===== src/sv/midi_track_event_parser_core_defines.svh =====
// Assertion macros for the MIDI track event parser.
// Included by the modules that check their own logic; expects clk and rst in scope.
`ifndef MIDI_TRACK_EVENT_PARSER_CORE_DEFINES_SVH
`define MIDI_TRACK_EVENT_PARSER_CORE_DEFINES_SVH

// Consequent must hold in the same cycle as the antecedent.
`define MTEP_ASSERT_SAME(label, ante, cons, msg) \
  label: assert property (@(posedge clk) disable iff (rst) (ante) |-> (cons)) else $error(msg);

// Consequent must hold in the cycle after the antecedent.
`define MTEP_ASSERT_NEXT(label, ante, cons, msg) \
  label: assert property (@(posedge clk) disable iff (rst) (ante) |=> (cons)) else $error(msg);

`endif


===== src/sv/mtep_pkg.sv =====
// Shared types and constants of the MIDI track event parser.
// Used by mtep_step, mtep_skid and midi_track_event_parser_core; no dependencies.
package mtep_pkg;

  typedef enum logic [11:0] {
    PH_DELTA      = 12'b0000_0000_0001,
    PH_STATUS     = 12'b0000_0000_0010,
    PH_META_TYPE  = 12'b0000_0000_0100,
    PH_META_LEN   = 12'b0000_0000_1000,
    PH_TEXT       = 12'b0000_0001_0000,
    PH_TEMPO      = 12'b0000_0010_0000,
    PH_SKIP       = 12'b0000_0100_0000,
    PH_SYSEX_LEN  = 12'b0000_1000_0000,
    PH_SYSEX_HEAD = 12'b0001_0000_0000,
    PH_PROGRAM    = 12'b0010_0000_0000,
    PH_CTRL_NUM   = 12'b0100_0000_0000,
    PH_CTRL_VAL   = 12'b1000_0000_0000
  } phase_t;

  typedef enum logic [2:0] {
    KIND_PROGRAM = 3'd0,
    KIND_BANK    = 3'd1,
    KIND_TEMPO   = 3'd2,
    KIND_MARKER  = 3'd3,
    KIND_TEXT    = 3'd4,
    KIND_NAME    = 3'd5,
    KIND_SYSEX   = 3'd6,
    KIND_END     = 3'd7
  } event_kind_t;

  localparam logic [7:0] STATUS_META   = 8'hFF;
  localparam logic [3:0] TYPE_SYSEX    = 4'hF;
  localparam logic [3:0] TYPE_PROGRAM  = 4'hC;
  localparam logic [3:0] TYPE_CTRL     = 4'hB;
  localparam logic [3:0] TYPE_NOTE_OFF = 4'h8;
  localparam logic [3:0] TYPE_NOTE_ON  = 4'h9;
  localparam logic [3:0] TYPE_POLY_AT  = 4'hA;
  localparam logic [3:0] TYPE_BEND     = 4'hE;
  localparam logic [7:0] META_TEXT     = 8'h01;
  localparam logic [7:0] META_NAME     = 8'h03;
  localparam logic [7:0] META_MARKER   = 8'h06;
  localparam logic [7:0] META_TEMPO    = 8'h51;
  localparam logic [7:0] META_END      = 8'h2F;
  localparam logic [23:0] CTRL_BANK_MSB = 24'd0;
  localparam logic [23:0] CTRL_BANK_LSB = 24'd32;

  typedef struct packed {
    logic [31:0] pos;
    logic [31:0] tick;
    logic [7:0]  run_status;
    logic [7:0]  cur_status;
    phase_t      phase;
    logic [27:0] acc;
    logic [2:0]  qbc;
    logic [7:0]  meta;
    logic [31:0] remaining;
    logic [23:0] coll;
    logic        finished;
  } parse_state_t;

  typedef struct packed {
    event_kind_t kind;
    logic [31:0] tick;
    logic [3:0]  channel;
    logic [7:0]  value_a;
    logic [7:0]  value_b;
    logic [7:0]  value_c;
    logic [23:0] tempo_us;
    logic [27:0] length;
    logic [31:0] end_offset;
    logic        last;
  } event_t;

endpackage


===== src/sv/mtep_step.sv =====
// Next-state and event logic of the MIDI track parser for one track byte.
// Depends on mtep_pkg for the parse state, phase and event types.
module mtep_step (
  input  mtep_pkg::parse_state_t st,
  input  logic [31:0]            track_length,
  input  logic [7:0]             data_byte,
  input  logic                   track_start,
  output mtep_pkg::parse_state_t nxt,
  output logic                   res_valid,
  output mtep_pkg::event_t       res
);

  function automatic mtep_pkg::phase_t status_phase(input logic [7:0] s);
    mtep_pkg::phase_t ph;
    if (s == mtep_pkg::STATUS_META) begin
      ph = mtep_pkg::PH_META_TYPE;
    end else if (s[7:4] == mtep_pkg::TYPE_SYSEX) begin
      ph = mtep_pkg::PH_SYSEX_LEN;
    end else if (s[7:4] == mtep_pkg::TYPE_PROGRAM) begin
      ph = mtep_pkg::PH_PROGRAM;
    end else if (s[7:4] == mtep_pkg::TYPE_CTRL) begin
      ph = mtep_pkg::PH_CTRL_NUM;
    end else begin
      ph = mtep_pkg::PH_SKIP;
    end
    return ph;
  endfunction

  // Data bytes that follow a channel status which is not decoded here.
  function automatic logic [31:0] status_skip(input logic [7:0] s);
    logic [31:0] n;
    if (s[7:4] == mtep_pkg::TYPE_NOTE_OFF || s[7:4] == mtep_pkg::TYPE_NOTE_ON ||
        s[7:4] == mtep_pkg::TYPE_POLY_AT || s[7:4] == mtep_pkg::TYPE_BEND) begin
      n = 32'd2;
    end else begin
      n = 32'd1;
    end
    return n;
  endfunction

  function automatic mtep_pkg::event_kind_t text_kind(input logic [7:0] m);
    mtep_pkg::event_kind_t k;
    if (m == mtep_pkg::META_MARKER) begin
      k = mtep_pkg::KIND_MARKER;
    end else if (m == mtep_pkg::META_TEXT) begin
      k = mtep_pkg::KIND_TEXT;
    end else begin
      k = mtep_pkg::KIND_NAME;
    end
    return k;
  endfunction

  mtep_pkg::parse_state_t base;
  mtep_pkg::parse_state_t eff;
  logic [27:0] acc_step;
  logic [2:0]  qbc_step;
  logic        vlq_done;
  logic [31:0] rem_dec;
  logic [23:0] coll_shift;
  logic [32:0] len_end;
  logic        meta_fits;
  logic        sysex_fits;
  logic        is_text;

  always_comb begin
    base = st;
    if (track_start) begin
      base            = '0;
      base.phase      = mtep_pkg::PH_DELTA;
    end

    // Running status: a data byte where a status is expected reuses the last one.
    eff = base;
    if (base.phase == mtep_pkg::PH_STATUS && !data_byte[7]) begin
      eff.cur_status = base.run_status;
      eff.qbc        = 3'd0;
      eff.phase      = status_phase(base.run_status);
      if (status_phase(base.run_status) == mtep_pkg::PH_SKIP) begin
        eff.remaining = status_skip(base.run_status);
      end
    end

    acc_step   = {((eff.qbc == 3'd0) ? 21'd0 : eff.acc[20:0]), data_byte[6:0]};
    qbc_step   = eff.qbc + 3'd1;
    vlq_done   = !data_byte[7] || (qbc_step >= 3'd4);
    rem_dec    = eff.remaining - 32'd1;
    coll_shift = {eff.coll[15:0], data_byte};
    len_end    = {1'b0, base.pos} + 33'd1 + {5'd0, acc_step};
    meta_fits  = !(len_end > {1'b0, track_length});
    sysex_fits = ({1'b0, base.pos} + 33'd4) < {1'b0, track_length};
    is_text    = (eff.meta == mtep_pkg::META_MARKER) || (eff.meta == mtep_pkg::META_TEXT) ||
                 (eff.meta == mtep_pkg::META_NAME);

    nxt       = base;
    res_valid = 1'b0;
    res       = '0;
    res.tick  = base.tick;

    if (!base.finished) begin
      if (base.pos >= track_length) begin
        nxt.finished = 1'b1;
      end else begin
        nxt     = eff;
        nxt.pos = base.pos + 32'd1;
        case (eff.phase)
          mtep_pkg::PH_STATUS: begin
            nxt.run_status = data_byte;
            nxt.cur_status = data_byte;
            nxt.qbc        = 3'd0;
            nxt.phase      = status_phase(data_byte);
            if (status_phase(data_byte) == mtep_pkg::PH_SKIP) begin
              nxt.remaining = status_skip(data_byte);
            end
          end
          mtep_pkg::PH_META_TYPE: begin
            nxt.meta  = data_byte;
            nxt.qbc   = 3'd0;
            nxt.phase = mtep_pkg::PH_META_LEN;
          end
          mtep_pkg::PH_META_LEN: begin
            nxt.acc = acc_step;
            nxt.qbc = vlq_done ? 3'd0 : qbc_step;
            if (vlq_done) begin
              if (!meta_fits) begin
                nxt.finished = 1'b1;
              end else if (is_text) begin
                if (acc_step == 28'd0) begin
                  nxt.phase     = mtep_pkg::PH_DELTA;
                  res_valid     = 1'b1;
                  res.kind      = text_kind(eff.meta);
                  res.last      = 1'b1;
                end else begin
                  nxt.remaining = {4'd0, acc_step};
                  nxt.phase     = mtep_pkg::PH_TEXT;
                end
              end else if (eff.meta == mtep_pkg::META_TEMPO && acc_step >= 28'd3) begin
                nxt.remaining = {4'd0, acc_step};
                nxt.coll      = 24'd0;
                nxt.phase     = mtep_pkg::PH_TEMPO;
              end else if (eff.meta == mtep_pkg::META_END) begin
                nxt.finished   = 1'b1;
                res_valid      = 1'b1;
                res.kind       = mtep_pkg::KIND_END;
                res.end_offset = base.pos + {4'd0, acc_step} - 32'd1;
              end else begin
                nxt.remaining = {4'd0, acc_step};
                nxt.phase     = (acc_step == 28'd0) ? mtep_pkg::PH_DELTA : mtep_pkg::PH_SKIP;
              end
            end
          end
          mtep_pkg::PH_TEXT: begin
            nxt.remaining = rem_dec;
            res_valid     = 1'b1;
            res.kind      = text_kind(eff.meta);
            res.value_a   = data_byte;
            res.length    = eff.acc;
            res.last      = (rem_dec == 32'd0);
            if (rem_dec == 32'd0) begin
              nxt.phase = mtep_pkg::PH_DELTA;
            end
          end
          mtep_pkg::PH_TEMPO, mtep_pkg::PH_SYSEX_HEAD: begin
            nxt.coll      = coll_shift;
            nxt.remaining = rem_dec;
            nxt.qbc       = qbc_step;
            if (qbc_step >= 3'd3) begin
              nxt.qbc   = 3'd0;
              nxt.phase = (rem_dec == 32'd0) ? mtep_pkg::PH_DELTA : mtep_pkg::PH_SKIP;
              res_valid = 1'b1;
              if (eff.phase == mtep_pkg::PH_TEMPO) begin
                res.kind     = mtep_pkg::KIND_TEMPO;
                res.tempo_us = coll_shift;
              end else begin
                res.kind    = mtep_pkg::KIND_SYSEX;
                res.channel = eff.cur_status[3:0];
                res.value_a = coll_shift[23:16];
                res.value_b = coll_shift[15:8];
                res.value_c = coll_shift[7:0];
                res.length  = eff.acc;
              end
            end
          end
          mtep_pkg::PH_SKIP: begin
            nxt.remaining = rem_dec;
            if (rem_dec == 32'd0) begin
              nxt.phase = mtep_pkg::PH_DELTA;
            end
          end
          mtep_pkg::PH_SYSEX_LEN: begin
            nxt.acc = acc_step;
            nxt.qbc = vlq_done ? 3'd0 : qbc_step;
            if (vlq_done) begin
              nxt.remaining = {4'd0, acc_step};
              if (acc_step >= 28'd3 && sysex_fits) begin
                nxt.coll  = 24'd0;
                nxt.phase = mtep_pkg::PH_SYSEX_HEAD;
              end else begin
                nxt.phase = (acc_step == 28'd0) ? mtep_pkg::PH_DELTA : mtep_pkg::PH_SKIP;
              end
            end
          end
          mtep_pkg::PH_PROGRAM: begin
            nxt.phase   = mtep_pkg::PH_DELTA;
            res_valid   = 1'b1;
            res.kind    = mtep_pkg::KIND_PROGRAM;
            res.channel = eff.cur_status[3:0];
            res.value_a = data_byte;
          end
          mtep_pkg::PH_CTRL_NUM: begin
            nxt.coll  = {16'd0, data_byte};
            nxt.phase = mtep_pkg::PH_CTRL_VAL;
          end
          mtep_pkg::PH_CTRL_VAL: begin
            nxt.phase = mtep_pkg::PH_DELTA;
            if (eff.coll == mtep_pkg::CTRL_BANK_MSB || eff.coll == mtep_pkg::CTRL_BANK_LSB) begin
              res_valid   = 1'b1;
              res.kind    = mtep_pkg::KIND_BANK;
              res.channel = eff.cur_status[3:0];
              res.value_a = eff.coll[7:0];
              res.value_b = data_byte;
            end
          end
          default: begin
            // Delta time; unknown phase codes land here too.
            nxt.acc = acc_step;
            if (vlq_done) begin
              nxt.qbc   = 3'd0;
              nxt.tick  = base.tick + {4'd0, acc_step};
              nxt.phase = mtep_pkg::PH_STATUS;
            end else begin
              nxt.qbc   = qbc_step;
              nxt.phase = mtep_pkg::PH_DELTA;
            end
          end
        endcase
      end
    end
  end

endmodule


===== src/sv/mtep_skid.sv =====
// Output register with one skid entry for parser events.
// Depends on mtep_pkg for the event type.
module mtep_skid (
  input  logic             clk,
  input  logic             rst,
  input  logic             push,
  input  mtep_pkg::event_t push_data,
  output logic             full,
  output logic             out_valid,
  input  logic             out_stall,
  output mtep_pkg::event_t out_data
);

  logic             skid_valid;
  mtep_pkg::event_t skid_data;
  logic             out_fire;

  assign out_fire = out_valid && !out_stall;
  assign full     = skid_valid;

  always_ff @(posedge clk) begin
    if (rst) begin
      out_valid  <= 1'b0;
      skid_valid <= 1'b0;
    end else begin
      if (skid_valid) begin
        // Input is held off while the skid entry is in use.
        if (out_fire) begin
          out_valid  <= 1'b1;
          skid_valid <= 1'b0;
        end
      end else if (push) begin
        if (!out_valid || out_fire) begin
          out_valid <= 1'b1;
        end else begin
          skid_valid <= 1'b1;
        end
      end else if (out_fire) begin
        out_valid <= 1'b0;
      end
    end
  end

  always_ff @(posedge clk) begin
    if (skid_valid) begin
      if (out_fire) begin
        out_data <= skid_data;
      end
    end else if (push) begin
      if (!out_valid || out_fire) begin
        out_data <= push_data;
      end else begin
        skid_data <= push_data;
      end
    end
  end

endmodule


===== src/sv/midi_track_event_parser_core.sv =====
// Output: an event from a taken byte is registered in the output register or skid entry.
// Throughput: one track byte per cycle; the byte path is a single pass of parse logic
// between the parse state registers and the output register, backed by one skid entry.
// Input stalls only while both the output register and the skid entry hold events.
// Reset (rst, synchronous): clears track_length, the parse state and all valid flags;
// no clearing pass, the block takes bytes in the cycle after reset.
// Top level of the MIDI track event parser; depends on mtep_pkg, mtep_step, mtep_skid
// and the assertion macros in midi_track_event_parser_core_defines.svh.
`include "midi_track_event_parser_core_defines.svh"

module midi_track_event_parser_core (
  input  logic        clk,
  input  logic        rst,
  input  logic        cfg_wr_en,
  input  logic [31:0] cfg_wr_data,
  input  logic        in_valid,
  output logic        in_stall,
  input  logic [7:0]  data_byte,
  input  logic        track_start,
  output logic        out_valid,
  input  logic        out_stall,
  output logic [2:0]  event_kind,
  output logic [31:0] tick,
  output logic [3:0]  channel,
  output logic [7:0]  value_a,
  output logic [7:0]  value_b,
  output logic [7:0]  value_c,
  output logic [23:0] tempo_us,
  output logic [27:0] event_length,
  output logic [31:0] end_offset,
  output logic        text_last
);

  logic [31:0]            track_length;
  mtep_pkg::parse_state_t st;
  mtep_pkg::parse_state_t st_next;
  logic                   res_valid;
  mtep_pkg::event_t       res;
  mtep_pkg::event_t       out_data;
  logic                   skid_full;
  logic                   accept;
  logic                   push;
  logic                   stopped_take;
  logic                   end_take;

  assign in_stall     = skid_full;
  assign accept       = in_valid && !in_stall;
  assign push         = accept && res_valid;
  assign stopped_take = accept && st.finished && !track_start;
  assign end_take     = push && res.kind == mtep_pkg::KIND_END;

  always_ff @(posedge clk) begin
    if (rst) begin
      track_length <= 32'd0;
    end else if (cfg_wr_en) begin
      track_length <= cfg_wr_data;
    end
  end

  always_ff @(posedge clk) begin
    if (rst) begin
      st <= '{phase: mtep_pkg::PH_DELTA, default: '0};
    end else if (accept) begin
      st <= st_next;
    end
  end

  mtep_step u_step (
    .st           (st),
    .track_length (track_length),
    .data_byte    (data_byte),
    .track_start  (track_start),
    .nxt          (st_next),
    .res_valid    (res_valid),
    .res          (res)
  );

  mtep_skid u_skid (
    .clk       (clk),
    .rst       (rst),
    .push      (push),
    .push_data (res),
    .full      (skid_full),
    .out_valid (out_valid),
    .out_stall (out_stall),
    .out_data  (out_data)
  );

  assign event_kind   = out_data.kind;
  assign tick         = out_data.tick;
  assign channel      = out_data.channel;
  assign value_a      = out_data.value_a;
  assign value_b      = out_data.value_b;
  assign value_c      = out_data.value_c;
  assign tempo_us     = out_data.tempo_us;
  assign event_length = out_data.length;
  assign end_offset   = out_data.end_offset;
  assign text_last    = out_data.last;

  `MTEP_ASSERT_SAME(a_stall_needs_output, in_stall, out_valid, "input stalled with output empty")
  `MTEP_ASSERT_SAME(a_stopped_is_silent, stopped_take, !res_valid, "event after parser stopped")
  `MTEP_ASSERT_NEXT(a_end_stops, end_take, st.finished, "end of track did not stop parser")
  `MTEP_ASSERT_NEXT(a_event_reaches_output, push, out_valid, "accepted event not presented")

endmodule

===== config.mk =====
export PLATFORM = sky130hd
export DESIGN_NAME = midi_track_event_parser_core
export DESIGN_NICKNAME = d
export VERILOG_FILES = /design/src/sv/mtep_pkg.sv /design/src/sv/mtep_step.sv /design/src/sv/mtep_skid.sv /design/src/sv/midi_track_event_parser_core.sv
export VERILOG_INCLUDE_DIRS = /design/src /design/src/sv
export SDC_FILE = /design/constraint.sdc
export NUM_CORES = 2
export LEC_CHECK = 0
export BUFFER_PORTS_ARGS = -buffer_cell sky130_fd_sc_hd__buf_2
export CAP_MARGIN = 5
export CORE_MARGIN = 4
export CORE_UTILIZATION = 40
export CTS_CLUSTER_DIAMETER = 40
export DETAILED_ROUTE_END_ITERATION = 8
export SYNTH_ARGS = -nofsm -noshare
export SYNTH_HDL_FRONTEND = slang
export SYNTH_SLANG_ARGS = --single-unit

===== constraint.sdc =====
create_clock -name clk -period 25.8 [get_ports clk]
set_input_delay 1.29 -clock clk [delete_from_list [all_inputs] [get_ports clk]]
set_output_delay 1.29 -clock clk [all_outputs]
set_load 0.005 [all_outputs]

# Word-level counts from Yosys, hierarchy flattened
# Index checks and enable logic that the tools add are counted.
[totals]
reg_bits = 518
inputBits = 46
elab_cells = 247
out_inout_bits = 150
[classes]
magnitude_cmp = 6
n_addsub = 9
n_bitwise = 2
n_mux = 118
eq_ne = 38
n_reduce_logical = 40
[op_table]
columns = ["op", "n"]
rows = [
  ["148-bit two-way mux", 4],
  ["32-bit two-way mux", 14],
  ["188-bit two-way mux", 2],
  ["12-bit two-way mux", 19],
  ["113-bit two-way mux", 2],
  ["187-bit two-way mux", 1],
  ["32-bit case mux with 4 select lines", 1],
  ["56-bit two-way mux", 2],
  ["12-bit case mux with 8 select lines", 1],
  ["24-bit case mux with 4 select lines", 1],
  ["28-bit two-way mux", 3],
  ["80-bit two-way mux", 1],
  ["24-bit two-way mux", 3],
  ["33-bit two-way mux", 2],
  ["32-bit by 28-bit adder with 32-bit output", 2],
  ["32-bit by 1-bit subtractor with 32-bit output, second input constant", 2],
  ["57-bit two-way mux", 1],
  ["4-bit equality test, second input constant", 14],
  ["28-bit case mux with 2 select lines", 1],
  ["3-bit two-way mux", 14],
  ["20-bit two-way mux", 2],
  ["12-bit by 7-bit equality test with 1-bit output, second input constant", 3],
  ["32-bit by 1-bit adder with 33-bit output, second input constant", 1],
  ["32-bit by 3-bit adder with 33-bit output, second input constant", 1],
  ["other kinds (59)", 116],
]

# Depth between registers and ports, before layout
[logic_depth]
depth_word = 19
mapped_depth = 47
depth_no_buf = 34

# Modules after synthesis
# A second synthesis with hierarchy kept.
[unflattened]
cells_unflattened = 3915
area_unflattened_um2 = 36561.3
[by_module_without_submodules]
columns = ["module", "area_per_inst_um2", "cells_each", "seq_area_each_um2", "n_inst"]
rows = [
  ["mtep_step", 15394.8, 2480, 0.0, 1],
  ["mtep_skid", 11083.1, 473, 8928.6, 1],
  ["midi_track_event_parser_core", 10083.4, 962, 4404.2, 1],
]

# Worst setup path before layout
# Ideal clock, no wire load.
[synth_path]
kind = "input to register"
start = "input track_start"
end = "register, netlist name u_skid.out_data[0]"
n_path_buf = 13
arrival_time_ps = 19932
setup_ps = 882
setup_slack_ps = 4986
required_time_ps = 24918
cell_stages = 41
path_cell_list = "buf_2 > buf_2 > buf_2 > buf_2 > buf_2 > buf_1 > clkbuf_1 > buf_2 > buf_2 > nor2_1 > nand2_1 > ha_1 > nor3b_1 > and4_1 > nor3_1 > clkbuf_1 > clkbuf_1 > nand2_1 > (+5 left out) > o21ba_2 > o31ai_1 > or4_1 > nand4_1 > mux2_1 > ha_1 > a211o_1 > nor2_1 > o211ai_1 > a2111o_1 > o21ai_0 > o311a_1 > buf_4 > nand3_2 > buf_4 > o21ai_0 > nand2_1 > a21boi_0"
[synth_via]
elab_chain_len = 18
elab_cells_between_ends = 58
cone_classes = "add/sub: 3; order compare: 5; eq/ne: 17; mux: 19; reduce/logical: 14"
[synth_lines]
columns = ["item", "line_no", "rtl"]
rows = [
  ["start: declaration", "midi_track_event_parser_core.sv:19", "input logic track_start,"],
  ["188-bit two-way mux (*)", "mtep_step.sv:67", "if (track_start) begin"],
  ["parallel branches: the longest is 13 deep, another holds 32-bit by 1-bit adder with 33-bit output", "--", ""],
  ["1-bit two-way mux (*)", "mtep_step.sv:99", "if (!base.finished) begin"],
  ["1-bit logical AND (*)", "midi_track_event_parser_core.sv:48", "assign push = accept && res_valid;"],
  ["2-bit nonzero test (no source line) (*)", "--", ""],
  ["3-bit AND reduction (no source line) (*)", "--", ""],
]
# Mark *: on every way between the ends.
# A chain may end at the register's enable or synchronous reset.

# Final worst setup path
[layout_path]
start = "input track_start"
end = "register u_skid.skid_data[20] (netlist name), enable pin"
[layout_via]
elab_chain_len = 17
elab_cells_between_ends = 57
cone_classes = "add/sub: 3; order compare: 5; eq/ne: 17; mux: 19; reduce/logical: 13"
[layout_lines]
columns = ["item", "line_no", "rtl"]
rows = [
  ["188-bit two-way mux (*)", "mtep_step.sv:67", ""],
  ["parallel branches: the longest is 13 deep, another holds 32-bit by 1-bit adder with 33-bit output", "--", ""],
  ["1-bit two-way mux (*)", "mtep_step.sv:99", ""],
  ["1-bit logical AND (*)", "midi_track_event_parser_core.sv:48", ""],
  ["3-bit AND reduction (no source line) (*)", "--", ""],
  ["end signal: assignment", "mtep_skid.sv:53", "skid_data <= push_data;"],
  ["end: declaration", "mtep_skid.sv:15", "mtep_pkg::event_t skid_data;"],
]
# Marked as above.

==> reports/results.ini <==
[logic_synthesis]
synth_warnings = 0
netlist_top_cells_area = edfxtp_1 27%, dfxtp_1 13%, ha_1 8.2%
synthAdderAreaFrac_pct = 8.57
postSynth.asyncResetShare_pct = 0
yosys_register_bits = 514
yosysSeqAreaShare_pct = 40.2
synth-main-ff-cell = edfxtp_1
synth_top_family_by_area = simple AND/OR/NAND/NOR gates
synth_top_cell_area_share_pct = 26.9
synth_cell_types = 115
syn_nets = 3892
synth_top_area_cell = edfxtp_1
synth_area_per_cell_um2 = 9.10
synthCells = 3626
synth_compound_area_share_pct = 18.8
synth_edf_count = 296
yosys.area_share.simple_pct = 19.4
synth_common_cells = 386 x nor2_1, 368 x nand2_1, 296 x edfxtp_1, 218 x dfxtp_1, 217 x ha_1
synthXorXnorAreaFrac_pct = 4.01
synth_mux_area_share_pct = 4.26
syn_area_um2 = 33000
yosysMostFrequentCell = nor2_1

[clocking]
clock_latency_ns = 0.67
cts_setup_buffers = 0
root_buffer = clkbuf_16
clkTransAtPathRegs_ns = 0.05
clkSinkCount = 514
cts.path.max_buffers = 3
cts_tree = done
hold_buffers = 0
cts_resized = 0
htreeDepth = 3
cts-buffers-inserted = 88

[floorplan]
row_count = 105
core_area_um2 = 81800
die_x_um = 295
num_io_pins = 196
die_height_um = 295
dieArea_um2 = 87100
start_util_pct = 40.3

[sta]
period_share_pct = 51.2
rsz0062_at_grt = no
period_needed_ns = 13.20
slew_viol_final = 0
whs_ns = 0.450
skew_ns = 0.0335
worst_slew_pin_slew_ns = 1.24
relSlewSlack_pct = 16.6
final-setup-viol-count = 0
hold_violations = 0
setup_tns_ns = 0
max_clock_freq_mhz = 75.8

[final_layout]
drive_above_1_share_pct = 15.0
area_growth_pct = 15.4
final_nets = 4021
final_cells = 4906
stdcell_area_um2 = 38100

[drt]
drc = 0
vias = 29100
antenna_left = 0
totalWireLength_um = 122000
firstDrtPassIters = 6
viasPerCell = 5.92
wl_per_cell_um = 24.9
dr.first_iter.drc_count = 3075

[critical_path]
critical_path_class = primary input to register
cp-startpoint = track_start
critPathMostFrequentCell = o21ai_0
reg2reg_from = st[99]
max_stage_delay_ns = 0.78
start_kind = primary input
crit_end = u_skid.skid_data[20]
arrival_ns = 13.47
crit_buf_inv = 5
crit_path_end_kind = register
critical-path-top-delay-family = compound AO/OA/AOI/OAI gates
worstReg2RegEnd = u_skid.skid_data[20]
crit_cells = 36
cp_slowest_cell = buf_4
r2r_setup_slack_ns = 12.98
reg2regPathDepth = 35
worstPathRequired_ns = 26.07
path_max_fanout = 63

[grt]
grt_max_degree = 128
grt_util_met3_pct = 6.37
grt_first_pass_wirelength_um = 179000
grt_pass1_vias = 27100
gr-usage-met2_pct = 43.0
grt_util_met1_pct = 37.0
track_usage_pct = 27.2
gr-total-overflow = 0
top_usage_layer = met2
antenna_found_initial = 5

[hold_path]
hold_class = register to register

[power]
total_power_mw = 2.23
leakage_nw = 14.9
ir_drop_v = 0.0000498
power_density_nw_per_um2 = 58.5

[place]
place_congestion = 1.02
dp_cells = 4735
dp_hpwl_um = 90400
numPortBuffers = 195
placed_area_um2 = 35000

[run]
cap_violations = 0

[outcome]
status = finished clean

cell usage in the layout, fill, tap and decap left out, types with 78 or more instances in the layout:
master	synthesis	layout
nor2_1	386	384
nand2_1	368	368
edfxtp_1	296	296
ha_1	217	217
dfxtp_1	218	217
buf_2	37	193
a21oi_1	179	177
inv_1	174	174
o21ai_0	142	142
xnor2_1	108	108
clkbuf_16	0	89
a22oi_1	88	88
mux2_2	87	87
nor2b_1	78	78
state kept, by name, summed over array words and instances, names as in the netlist:
signal and count:
u_skid.skid_data 148, u_skid.full 1, st 184, u_skid.out_valid 1, track_length 32, u_skid.out_data 148
where the power goes:
group	switching, mW	internal (mW)	total, mW
sequential	0.00638	0.864	0.870
combinational	0.106	0.0438	0.150
clock	0.466	0.742	1.21
total	0.578	1.65	2.23
worst min path at each step:
stage,cells past startpoint,from,slack [ns],to
floorplan,2,st[143],0.43,st[143]
global placement,2,st[143],0.43,st[143]
detailed placement,2,st[143],0.44,st[143]
CTS,2,st[143],0.45,st[143]
global route,2,st[143],0.48,st[143]
finish,2,st[143],0.45,st[143]
per-stage QoR:
| stage | utilization, % | worst slack, ns |
|---|---|---|
| after CTS | 46.5 | 12.86 |
| after detailed placement | 42.7 | 12.24 |
| after global routing | 46.5 | 11.96 |
| after global placement | 42.7 | 12.60 |
| after floorplan | - | 4.99 |
| final | 46.5 | 12.60 |
per-layer routing:
layer,wire (um),share of wire (%)
met3,11000,9.0
met5,0,0
met4,3990,3.3
met2,54900,45
met1,52300,43
layout make-up:
class,instances,area [um2]
clock buffer,107,2350
clock inverter,59,729
sequential,514,13300
fill,7849,43800
antenna,5,12.5
inverter,178,668
timing repair buffer,255,1450
multi-input combinational,2718,18300
tap,1070,1340
worst reg2reg max path: cells and delay by family, from the launching register on:
kind | cells | cell delay, ns
buf+inv | 4 | 2.03
xor+xnor | 1 | 0.18
compound gates | 13 | 4.36
simple gates | 13 | 3.82
fa+ha+maj | 4 | 1.49
flops | 1 | 0.45
logic make-up after synthesis:
group | after synthesis
DFF | 514
and+or+nand+nor | 1319
adders and majority gates | 225
muxes | 129
AOI/OAI and AO/OA | 894
buffers and inverters | 394
xor gates and xnor gates | 151
Note: power is estimated with default switching activity, not from simulation.
